<file path="config.mk">
export PLATFORM = sky130hd
export DESIGN_NAME = wasm_instruction_stream_decoder
export DESIGN_NICKNAME = d
export VERILOG_FILES = /design/src/wisd_pkg.sv /design/src/wisd_front.sv /design/src/wisd_queue.sv /design/src/wisd_back.sv /design/src/wasm_instruction_stream_decoder.sv
export SDC_FILE = /design/constraint.sdc
export NUM_CORES = 1
export LEC_CHECK = 0
export ABC_AREA = 1
export BUFFER_PORTS_ARGS = -buffer_cell sky130_fd_sc_hd__buf_2
export CAP_MARGIN = 20
export CORE_AREA = 2 2 272 166
export DETAILED_ROUTE_END_ITERATION = 16
export DIE_AREA = 0 0 274 168
export PLACE_DENSITY = 0.67
export SYNTH_ARGS = -nofsm -noshare
export SYNTH_HDL_FRONTEND = slang
export SYNTH_SLANG_ARGS = --single-unit
</file>
<file path="constraint.sdc">
create_clock -name clk -period 10.1 [get_ports clk]
set_input_delay 1.515 -clock clk [delete_from_list [all_inputs] [get_ports clk]]
set_output_delay 1.515 -clock clk [all_outputs]
set_load 0.05 [all_outputs]
</file>
<file path="src/wisd_pkg.sv">
`default_nettype none
// ----------------------------------------------------------------------------
// wisd_pkg: shared types and constants of the instruction stream decoder
// Opcode classes, decoder phases, the classified byte word and the result
// word, together with the opcode table lookup.
// ----------------------------------------------------------------------------
package wisd_pkg;

	localparam int unsigned ByteW   = 8;
	localparam int unsigned KindW   = 4;
	localparam int unsigned ValW    = 64;
	localparam int unsigned PosW    = 32;
	localparam int unsigned CountW  = 4;
	// The eleventh byte of a LEB128 number and those after it carry no bits.
	localparam logic [CountW-1:0] LebMaxBytes = 4'd10;
	localparam logic [CountW-1:0] LebSxLimit  = 4'd9;
	localparam logic [CountW-1:0] CountSat    = 4'd15;
	localparam logic [CountW-1:0] Raw32Bytes  = 4'd4;
	localparam logic [CountW-1:0] Raw64Bytes  = 4'd8;

	typedef enum logic [KindW-1:0] {
		KIND_NONE      = 4'd0,
		KIND_BLOCKTYPE = 4'd1,
		KIND_FLAGBYTE  = 4'd2,
		KIND_U32       = 4'd3,
		KIND_S32       = 4'd4,
		KIND_S64       = 4'd5,
		KIND_RAW32     = 4'd6,
		KIND_RAW64     = 4'd7,
		KIND_BRTABLE   = 4'd8,
		KIND_CALLIND   = 4'd9,
		KIND_MEMORY    = 4'd10
	} imm_kind_t;

	typedef enum logic [3:0] {
		PH_OPCODE   = 4'd0,
		PH_BYTE     = 4'd1,
		PH_LEB      = 4'd2,
		PH_RESERVED = 4'd3,
		PH_OFFSET   = 4'd4,
		PH_RAW      = 4'd5,
		PH_COUNT    = 4'd6,
		PH_TARGET   = 4'd7,
		PH_DEFAULT  = 4'd8
	} phase_t;

	// One classified stream byte as it travels from the front to the back.
	typedef struct packed {
		logic [ByteW-1:0] data;
		logic             restart;
		imm_kind_t        kind;
	} item_t;

	typedef struct packed {
		logic [ByteW-1:0] opcode;
		imm_kind_t        kind;
		logic [ValW-1:0]  value_main;
		logic [ValW-1:0]  value_second;
		logic [PosW-1:0]  entry_pos;
		logic             is_default;
		logic             last;
		logic             overlong;
	} result_t;

	// Immediate class of an MVP opcode; unlisted opcodes carry no immediate.
	function automatic imm_kind_t kind_of(input logic [ByteW-1:0] op);
		imm_kind_t k;
		k = KIND_NONE;
		if (op >= 8'h02 && op <= 8'h04) begin
			k = KIND_BLOCKTYPE;
		end else if (op == 8'h0c || op == 8'h0d || op == 8'h10) begin
			k = KIND_U32;
		end else if (op == 8'h0e) begin
			k = KIND_BRTABLE;
		end else if (op == 8'h11) begin
			k = KIND_CALLIND;
		end else if (op >= 8'h20 && op <= 8'h24) begin
			k = KIND_U32;
		end else if (op >= 8'h28 && op <= 8'h3e) begin
			k = KIND_MEMORY;
		end else if (op == 8'h3f || op == 8'h40) begin
			k = KIND_FLAGBYTE;
		end else if (op == 8'h41) begin
			k = KIND_S32;
		end else if (op == 8'h42) begin
			k = KIND_S64;
		end else if (op == 8'h43) begin
			k = KIND_RAW32;
		end else if (op == 8'h44) begin
			k = KIND_RAW64;
		end
		return k;
	endfunction

endpackage
`default_nettype wire

</file>
<file path="src/wisd_front.sv">
`default_nettype none
// ----------------------------------------------------------------------------
// wisd_front: input stage and opcode classification
// Registers each incoming word together with the immediate class that the
// byte would have as an opcode, and hands it on to the queue.
// ----------------------------------------------------------------------------
module wisd_front import wisd_pkg::*; (
	input  wire logic             clk,
	input  wire logic             arst_n,
	input  wire logic             in_valid,
	output logic                  in_ready,
	input  wire logic [ByteW-1:0] in_byte,
	input  wire logic             in_restart,
	output logic                  push_valid,
	input  wire logic             push_ready,
	output item_t                 push_item
);

	logic  valid_s1;
	item_t item_s1;

	assign in_ready   = !valid_s1 || push_ready;
	assign push_valid = valid_s1;
	assign push_item  = item_s1;

	always_ff @(posedge clk or negedge arst_n) begin
		if (!arst_n) begin
			valid_s1 <= 1'b0;
		end else if (in_valid && in_ready) begin
			valid_s1 <= 1'b1;
		end else if (push_ready) begin
			valid_s1 <= 1'b0;
		end
	end

	always_ff @(posedge clk) begin
		if (in_valid && in_ready) begin
			item_s1.data    <= in_byte;
			item_s1.restart <= in_restart;
			item_s1.kind    <= kind_of(in_byte);
		end
	end

endmodule
`default_nettype wire

</file>
<file path="src/wisd_queue.sv">
`default_nettype none
// ----------------------------------------------------------------------------
// wisd_queue: short queue between front and back
// A first-in first-out store of classified words, so that the front and the
// back can each stall without holding up the other while words or room remain.
// ----------------------------------------------------------------------------
module wisd_queue import wisd_pkg::*; #(
	parameter int unsigned DEPTH = 4
) (
	input  wire logic  clk,
	input  wire logic  arst_n,
	input  wire logic  push_valid,
	output logic       push_ready,
	input  wire item_t push_item,
	output logic       pop_valid,
	input  wire logic  pop_ready,
	output item_t      pop_item
);

	localparam int unsigned PtrW = (DEPTH > 1) ? $clog2(DEPTH) : 1;
	localparam int unsigned CntW = $clog2(DEPTH + 1);
	localparam logic [PtrW-1:0] LastPtr = PtrW'(DEPTH - 1);
	localparam logic [CntW-1:0] Full    = CntW'(DEPTH);

	item_t           entries_q [DEPTH];
	logic [PtrW-1:0] wr_ptr_q;
	logic [PtrW-1:0] rd_ptr_q;
	logic [CntW-1:0] count_q;
	logic            do_push;
	logic            do_pop;

	assign push_ready = (count_q != Full);
	assign pop_valid  = (count_q != '0);
	assign pop_item   = entries_q[rd_ptr_q];
	assign do_push    = push_valid && push_ready;
	assign do_pop     = pop_valid && pop_ready;

	always_ff @(posedge clk or negedge arst_n) begin
		if (!arst_n) begin
			wr_ptr_q <= '0;
			rd_ptr_q <= '0;
			count_q  <= '0;
		end else begin
			if (do_push) begin
				wr_ptr_q <= (wr_ptr_q == LastPtr) ? '0 : wr_ptr_q + 1'b1;
			end
			if (do_pop) begin
				rd_ptr_q <= (rd_ptr_q == LastPtr) ? '0 : rd_ptr_q + 1'b1;
			end
			if (do_push && !do_pop) begin
				count_q <= count_q + 1'b1;
			end else if (do_pop && !do_push) begin
				count_q <= count_q - 1'b1;
			end
		end
	end

	always_ff @(posedge clk) begin
		if (do_push) begin
			entries_q[wr_ptr_q] <= push_item;
		end
	end

endmodule
`default_nettype wire

</file>
<file path="src/wisd_back.sv">
`default_nettype none
// ----------------------------------------------------------------------------
// wisd_back: immediate assembly and result register
// Walks through the phases of one instruction, collects LEB128 and raw
// immediates, and loads finished results into the output register.
// ----------------------------------------------------------------------------
module wisd_back import wisd_pkg::*; (
	input  wire logic  clk,
	input  wire logic  arst_n,
	input  wire logic  pop_valid,
	output logic       pop_ready,
	input  wire item_t pop_item,
	output logic       out_valid,
	input  wire logic  out_ready,
	output result_t    out_result
);

	phase_t            phase_q, phase_d;
	logic [ByteW-1:0]  opcode_q, opcode_d;
	imm_kind_t         kind_q, kind_d;
	logic [ValW-1:0]   acc_q, acc_d;
	logic [CountW-1:0] cnt_q, cnt_d;
	logic [PosW-1:0]   first_q, first_d;
	logic [PosW-1:0]   left_q, left_d;
	logic [PosW-1:0]   index_q, index_d;
	logic              bad_q, bad_d;

	logic              out_valid_q;
	result_t           out_q;

	logic              pop;
	logic              is_op;
	logic [ByteW-1:0]  b;

	// LEB128 step
	logic [6:0]        shamt;
	logic [6:0]        sx_shamt;
	logic [ValW-1:0]   leb_acc;
	logic              leb_done;
	logic              leb_bad;
	logic              leb_sgn;
	logic [CountW-1:0] cnt_inc;

	// raw little-endian step
	logic [ValW-1:0]   raw_acc;
	logic [CountW-1:0] raw_cnt;
	logic              raw_done;

	logic              emit;
	result_t           res;

	assign pop_ready  = !out_valid_q || out_ready;
	assign pop        = pop_valid && pop_ready;
	assign is_op      = pop_item.restart || (phase_q == PH_OPCODE);
	assign b          = pop_item.data;
	assign out_valid  = out_valid_q;
	assign out_result = out_q;

	always_comb begin
		shamt    = ({3'b000, cnt_q} << 3) - {3'b000, cnt_q};
		sx_shamt = shamt + 7'd7;
		leb_sgn  = (kind_q == KIND_S32) || (kind_q == KIND_S64);
		leb_done = !b[7];
		leb_bad  = bad_q || (cnt_q >= LebMaxBytes);
		cnt_inc  = (cnt_q == CountSat) ? cnt_q : cnt_q + 1'b1;
		leb_acc  = acc_q;
		if (cnt_q < LebMaxBytes) begin
			leb_acc = leb_acc | ({57'd0, b[6:0]} << shamt[5:0]);
		end
		if (leb_done && leb_sgn && cnt_q < LebSxLimit && b[6]) begin
			leb_acc = leb_acc | ({ValW{1'b1}} << sx_shamt[5:0]);
		end
		raw_acc = acc_q;
		if (cnt_q < Raw64Bytes) begin
			raw_acc = raw_acc | ({56'd0, b} << {cnt_q[2:0], 3'b000});
		end
		raw_cnt  = cnt_q + 1'b1;
		raw_done = raw_cnt >= ((kind_q == KIND_RAW32) ? Raw32Bytes : Raw64Bytes);
	end

	// Next state
	always_comb begin
		phase_d  = phase_q;
		opcode_d = opcode_q;
		kind_d   = kind_q;
		acc_d    = acc_q;
		cnt_d    = cnt_q;
		first_d  = first_q;
		left_d   = left_q;
		index_d  = index_q;
		bad_d    = bad_q;
		if (pop) begin
			if (is_op) begin
				opcode_d = b;
				kind_d   = pop_item.kind;
				bad_d    = 1'b0;
				acc_d    = '0;
				cnt_d    = '0;
				first_d  = '0;
				left_d   = '0;
				index_d  = '0;
				unique case (pop_item.kind)
					KIND_NONE:                     phase_d = PH_OPCODE;
					KIND_BLOCKTYPE, KIND_FLAGBYTE: phase_d = PH_BYTE;
					KIND_RAW32, KIND_RAW64:        phase_d = PH_RAW;
					KIND_BRTABLE:                  phase_d = PH_COUNT;
					default:                       phase_d = PH_LEB;
				endcase
			end else begin
				unique case (phase_q)
					PH_BYTE, PH_RESERVED: begin
						phase_d = PH_OPCODE;
					end
					PH_LEB: begin
						acc_d = leb_acc;
						cnt_d = cnt_inc;
						bad_d = leb_bad;
						if (leb_done) begin
							if (kind_q == KIND_CALLIND) begin
								first_d = leb_acc[PosW-1:0];
								phase_d = PH_RESERVED;
							end else if (kind_q == KIND_MEMORY) begin
								first_d = leb_acc[PosW-1:0];
								acc_d   = '0;
								cnt_d   = '0;
								phase_d = PH_OFFSET;
							end else begin
								phase_d = PH_OPCODE;
							end
						end
					end
					PH_OFFSET, PH_DEFAULT: begin
						acc_d = leb_acc;
						cnt_d = cnt_inc;
						bad_d = leb_bad;
						if (leb_done) begin
							phase_d = PH_OPCODE;
						end
					end
					PH_RAW: begin
						acc_d = raw_acc;
						cnt_d = raw_cnt;
						if (raw_done) begin
							phase_d = PH_OPCODE;
						end
					end
					PH_COUNT: begin
						acc_d = leb_acc;
						cnt_d = cnt_inc;
						bad_d = leb_bad;
						if (leb_done) begin
							left_d  = leb_acc[PosW-1:0];
							index_d = '0;
							acc_d   = '0;
							cnt_d   = '0;
							phase_d = (leb_acc[PosW-1:0] != '0) ? PH_TARGET : PH_DEFAULT;
						end
					end
					PH_TARGET: begin
						acc_d = leb_acc;
						cnt_d = cnt_inc;
						bad_d = leb_bad;
						if (leb_done) begin
							index_d = index_q + 1'b1;
							left_d  = left_q - 1'b1;
							acc_d   = '0;
							cnt_d   = '0;
							if (left_q == PosW'(1)) begin
								phase_d = PH_DEFAULT;
							end
						end
					end
					default: begin
						phase_d = PH_OPCODE;
					end
				endcase
			end
		end
	end

	// Result for the current word
	always_comb begin
		emit             = 1'b0;
		res              = '0;
		res.opcode       = opcode_q;
		res.kind         = kind_q;
		res.last         = 1'b1;
		res.overlong     = leb_bad;
		if (is_op) begin
			emit         = (pop_item.kind == KIND_NONE);
			res.opcode   = b;
			res.kind     = pop_item.kind;
			res.overlong = 1'b0;
		end else begin
			unique case (phase_q)
				PH_BYTE: begin
					emit           = 1'b1;
					res.value_main = {56'd0, b};
					res.overlong   = bad_q;
				end
				PH_LEB: begin
					emit = leb_done && (kind_q != KIND_CALLIND) && (kind_q != KIND_MEMORY);
					if (kind_q == KIND_S32) begin
						res.value_main = {{32{leb_acc[31]}}, leb_acc[31:0]};
					end else if (kind_q == KIND_S64) begin
						res.value_main = leb_acc;
					end else begin
						res.value_main = {32'd0, leb_acc[31:0]};
					end
				end
				PH_RESERVED: begin
					emit             = 1'b1;
					res.value_main   = {32'd0, first_q};
					res.value_second = {56'd0, b};
					res.overlong     = bad_q;
				end
				PH_OFFSET: begin
					emit             = leb_done;
					res.value_main   = {32'd0, first_q};
					res.value_second = {32'd0, leb_acc[31:0]};
				end
				PH_RAW: begin
					emit           = raw_done;
					res.value_main = raw_acc;
					res.overlong   = bad_q;
				end
				PH_TARGET: begin
					emit           = leb_done;
					res.value_main = {32'd0, leb_acc[31:0]};
					res.entry_pos  = index_q;
					res.last       = 1'b0;
				end
				PH_DEFAULT: begin
					emit           = leb_done;
					res.value_main = {32'd0, leb_acc[31:0]};
					res.entry_pos  = index_q;
					res.is_default = 1'b1;
				end
				default: begin
					emit = 1'b0;
				end
			endcase
		end
	end

	always_ff @(posedge clk or negedge arst_n) begin
		if (!arst_n) begin
			phase_q     <= PH_OPCODE;
			opcode_q    <= '0;
			kind_q      <= KIND_NONE;
			acc_q       <= '0;
			cnt_q       <= '0;
			first_q     <= '0;
			left_q      <= '0;
			index_q     <= '0;
			bad_q       <= 1'b0;
			out_valid_q <= 1'b0;
		end else begin
			phase_q  <= phase_d;
			opcode_q <= opcode_d;
			kind_q   <= kind_d;
			acc_q    <= acc_d;
			cnt_q    <= cnt_d;
			first_q  <= first_d;
			left_q   <= left_d;
			index_q  <= index_d;
			bad_q    <= bad_d;
			if (pop && emit) begin
				out_valid_q <= 1'b1;
			end else if (out_ready) begin
				out_valid_q <= 1'b0;
			end
		end
	end

	always_ff @(posedge clk) begin
		if (pop && emit) begin
			out_q <= res;
		end
	end

	a_target_has_work: assert property (@(posedge clk) disable iff (!arst_n)
		(phase_q == PH_TARGET) |-> (left_q != '0))
		else $error("target phase with no targets left");

	a_default_is_last: assert property (@(posedge clk) disable iff (!arst_n)
		(out_valid_q && out_q.is_default) |-> out_q.last)
		else $error("default target result without last");

	a_only_brtable_splits: assert property (@(posedge clk) disable iff (!arst_n)
		(out_valid_q && out_q.kind != KIND_BRTABLE) |-> out_q.last)
		else $error("result outside a branch table without last");

	a_op_done_idle: assert property (@(posedge clk) disable iff (!arst_n)
		(pop && is_op && pop_item.kind == KIND_NONE) |=> (phase_q == PH_OPCODE))
		else $error("opcode without immediate left decoder busy");

endmodule
`default_nettype wire

</file>
<file path="src/wasm_instruction_stream_decoder.sv">
`default_nettype none
// ----------------------------------------------------------------------------
// wasm_instruction_stream_decoder: WebAssembly MVP instruction decoder
// Turns a function body, one byte per word, into decoded instructions with
// their immediates assembled.
// ----------------------------------------------------------------------------
// The slave side takes one byte of the instruction stream per word; the
// tuser bit marks a byte that must be taken as a fresh opcode, dropping any
// instruction still being collected. The master side gives one word per
// finished instruction, and for a branch table one word per target plus one
// for the default, with tlast on the final word of each instruction.
// Throughput is one byte per clock cycle while the receiver takes results
// as they come. A byte that completes an instruction passes through the
// classifying input register and the queue, and its result is then loaded
// into the output register, from which the receiver takes the word.
// The back holds the only loop (the phase and accumulator update), and it
// retires one byte per cycle unless a stalled receiver holds a result in
// the output register.
// When the receiver stalls with a result waiting in the output register, the
// back stops taking bytes until that word is taken; the queue then fills
// and s_tready falls once both the queue and the input register are full.
// Reset clears the queue, empties the output register and puts the decoder
// in the state where it expects an opcode.
// ----------------------------------------------------------------------------
module wasm_instruction_stream_decoder import wisd_pkg::*; #(
	parameter int unsigned QUEUE_DEPTH = 4
) (
	input  wire logic         clk,
	input  wire logic         arst_n,
	input  wire logic         s_tvalid,
	output logic              s_tready,
	input  wire logic [7:0]   s_tdata,   // [7:0] byte_in
	input  wire logic [0:0]   s_tuser,   // [0] restart
	output logic              m_tvalid,
	input  wire logic         m_tready,
	output logic [175:0]      m_tdata,   // [7:0] opcode, [71:8] value_main,
	                                     // [135:72] value_second,
	                                     // [167:136] entry_pos, [168] overlong,
	                                     // [175:169] zero
	output logic [4:0]        m_tuser,   // [3:0] imm_kind, [4] is_default
	output logic              m_tlast
);

	logic    push_valid;
	logic    push_ready;
	item_t   push_item;
	logic    pop_valid;
	logic    pop_ready;
	item_t   pop_item;
	result_t res;

	// Front: registers each word and classifies the byte as an opcode.
	wisd_front u_front (
		.clk        (clk),
		.arst_n     (arst_n),
		.in_valid   (s_tvalid),
		.in_ready   (s_tready),
		.in_byte    (s_tdata),
		.in_restart (s_tuser[0]),
		.push_valid (push_valid),
		.push_ready (push_ready),
		.push_item  (push_item)
	);

	// Queue decoupling the front from the back.
	wisd_queue #(
		.DEPTH (QUEUE_DEPTH)
	) u_queue (
		.clk        (clk),
		.arst_n     (arst_n),
		.push_valid (push_valid),
		.push_ready (push_ready),
		.push_item  (push_item),
		.pop_valid  (pop_valid),
		.pop_ready  (pop_ready),
		.pop_item   (pop_item)
	);

	// Back: phase machine, immediate assembly and output register.
	wisd_back u_back (
		.clk        (clk),
		.arst_n     (arst_n),
		.pop_valid  (pop_valid),
		.pop_ready  (pop_ready),
		.pop_item   (pop_item),
		.out_valid  (m_tvalid),
		.out_ready  (m_tready),
		.out_result (res)
	);

	// Pack the result word onto the master side.
	assign m_tdata = {7'd0, res.overlong, res.entry_pos, res.value_second,
	                  res.value_main, res.opcode};
	assign m_tuser = {res.is_default, res.kind};
	assign m_tlast = res.last;

endmodule
`default_nettype wire
</file>
==> results.txt <==
Syn-to-layout area delta - 11.36%
Fill count - 4101
Post-route minimum period - 5599 ps
Min setup slack post-route - 4501 ps
Synth area leaders - edfxtp_1 (29%), dfrtp_1 (22%), nand2_1 (8.7%)
Unrepaired setup endpoints after global routing - false
Syn Area/Cell - 8.298 um2
Startpoint types - flip-flop
1st-pass router iterations - 8
Layout cells sized above 1 - 11.54%
DRC Markers - 0
Register area - 0.01100 mm2
Place WS - 4744 ps
Distinct cells, synth - 67
Post_cts resized - 0
Ys async rst share - 47.74%
Initial antenna violation count - 0
Final ANT Viol Nets - 0
ANT cells - 0
Worst setup path endpoint - u_back.phase_q[0]
Total Die Area - 0.04603 mm2
Worst Setup SP - u_back.cnt_q[1]
Post-layout nets - 2729
R2r startpoint - u_back.cnt_q[1]
Routed vias - 19883
Via-to-Cell Ratio - 5.992
Hold Crit Depth - 1
WL final - 76950 um
Clock sink total - 398
Max Cap Viol - 0
# hold bufs at CTS - 0
Total core area - 0.04399 mm2
FMAX - 0.1786 GHz
Least-Margin Pin Slew - 1080 ps
Worst Path Required - 10540 ps
CP max FO - 41
Die X - 274 um
RR Endpoint - u_back.phase_q[0]
R2r setup slk - 4500 ps
Clk_skew - 17.52 ps
Yosys warning count - 0
Setup repair bufs after CTS - 0
Clock transition at path regs - 70 ps
GRT overflow - 0
H-tree depth - 2
Rows - 60
Worst min-delay path class - reg -> reg
Drt wl/cell - 23.19 um
Worst slew margin - 27.47%
Share of the synthesized area in the top cell type - 28.96%
Area occupied by multi-input gates - 0.008687 mm2
Top cell type by total area after synthesis - edfxtp_1
Crit path capture type - flip-flop
Final hold violations - 0
Post-synth EDFFs - 208
Wire length of the first global-routing pass - 115500 um
Final HPWL DP - 55290 um
CTS tree - yes
Seq/Total Area, Yosys - 51.01%
Setup TNS - 0 ps
Top FF cell, synth - edfxtp_1
Die H - 168 um
GPL Wtd Cong - 1.021
Yosys reg bits - 398
Clk_lat worst skew - 560 ps
CTS root buffer - clkbuf_16
TritonCTS Buffers - 40
Max-slew violation count - 0
Largest net degree at the start of global routing - 78
Crit path DAT - 6030 ps
R2R cell count - 22
Cell Area, Synth - 0.02157 mm2
Vias in the first global route - 18454
I/O Pins - 197
Status - completed
Total GRT Usage - 33.36%
Mapped Cells - 2599
Clock Path Buffers - 3
IO Port Bufs - 157
Finish-stage setup viols - 0
Tcrit/Tclk final - 55.43%
Initial Util - 49.02%
Critical path class - reg -> reg
1st-iter DRT viols - 2920
per-stage QoR:
step                std cells  cell area (um2)  hold slack [ps]  utilization, %
finish                   3318            24020            493.1           54.59
global route             3318            24020            509.2           54.59
CTS                      3317            24000            493.5           54.56
detailed placement       3243            22650            478.7           51.48
global placement         3243            22650            471.0           51.48
floorplan                2637            21710            453.0               -
sequential cells by signal, summed over array words and instances (netlist names), 2 cells and up:
register,flops
u_back.out_result,143
u_back.acc_q,64
u_queue.entries_q,52
u_back.first_q,32
u_back.index_q,32
u_back.left_q,32
u_front.push_item,13
u_back.opcode_q,8
u_back.cnt_q,4
u_back.kind_q,4
u_back.phase_q,4
u_queue.count_q,3
u_queue.rd_ptr_q,2
u_queue.wr_ptr_q,2
cell families (layout without fill, tap and decap cells):
logic type                 Yosys count  count (layout)  synth area share [%]
other                                1              39               0.01739
DFF                                398             398                 51.01
AOI/OAI and AO/OA                  623             623                 16.60
adders and majority gates           19              19                 1.137
xor gates and xnor gates            10              10                0.4062
buffers and inverters              488             580                 9.631
and+or+nand+nor                   1060            1060                 21.20
routing by layer:
| layer | part of all wire [%] | vias up | global-route usage, % |
|---|---|---|---|
| met5 | 0 | - | 0 |
| met4 | 2.5 | 0 | 8.908 |
| met3 | 11 | 124 | 6.090 |
| met2 | 41 | 1214 | 46.11 |
| met1 | 46 | 9622 | 53.06 |
| li1 | - | 8923 | - |
critical path, cell delays in order, from the launching register on:
cell	delay [ps]
dfrtp_1	320
buf_4	350
inv_1	550
ha_1	460
ha_1	720
nor2_1	180
nand2_1	180
nand3_2	140
nor2_1	120
nand2_1	100
nand3_2	80
buf_4	430
inv_2	240
a21oi_1	180
nand2_1	160
nor2_1	130
nand2_1	60
nor2_1	400
nand2_1	190
o21ai_2	210
nand2_1	70
nand2_1	80
a21oi_1	90
cells in the mapped netlist, drive strengths merged, types with 2 or more instances:
master,count
a2111oi,2
a211oi,8
a21boi,20
a21oi,149
a221oi,10
a22oi,2
a311oi,2
a31oi,11
a32oi,4
a41oi,2
buf,84
clkbuf,86
clkinv,2
dfrtp,190
edfxtp,208
ha,18
inv,316
nand2,513
nand3,128
nand4,51
nor2,304
nor3,39
nor3b,5
nor4,15
o2111ai,10
o211a,2
o211ai,7
o21a,3
o21ai,305
o221a,2
o221ai,3
o22ai,46
o311ai,3
o31ai,13
o32ai,13
o41ai,2
or2,3
xor2,9
layout make-up:
type	count	share of cell area (%)
sequential	398	45.81
multi-input combinational	1751	36.17
inverter	318	5.002
clock buffer	49	4.486
timing repair buffer	188	4.309
tap	589	3.069
clock inverter	25	1.157
worst min path at each step:
stage	from	end	slack, ps
6_report	u_back.index_q[7]	u_back.index_q[7]	490
5_1_grt	u_back.opcode_q[0]	u_back.opcode_q[0]	510
4_1_cts	u_back.first_q[18]	u_back.first_q[18]	490
3_5_place_dp	u_back.first_q[17]	u_back.first_q[17]	480
3_3_place_gp	u_back.first_q[3]	u_back.first_q[3]	470
2_1_floorplan	u_back.first_q[17]	u_back.first_q[17]	450
cells in the final DEF, fill, tap and decap left out, types with 5 or more instances in the layout:
cell	instances
a211oi_1	8
clkbuf_1	7
nand4_1	51
clkbuf_16	42
o32ai_1	13
xor2_1	9
nor3_1	31
ha_1	18
clkinv_1	11
nor2_1	292
a21oi_1	147
buf_2	156
o22ai_1	46
edfxtp_1	208
nand3_2	5
a31oi_1	9
bufinv_16	5
nand2_4	5
a21boi_0	20
nand2_2	11
o21ai_0	280
a221oi_1	10
o31ai_1	13
nor3_2	5
nand2_1	497
conb_1	39
nor2_2	9
inv_2	11
nor4_1	14
buf_4	30
inv_1	302
o2111ai_1	10
o21ai_1	22
nand3_1	123
o211ai_1	7
dfrtp_1	190
Power is left out: the tool's default activity adds up to more than one toggle a clock period on the data nets, which glitch-free logic cannot reach.
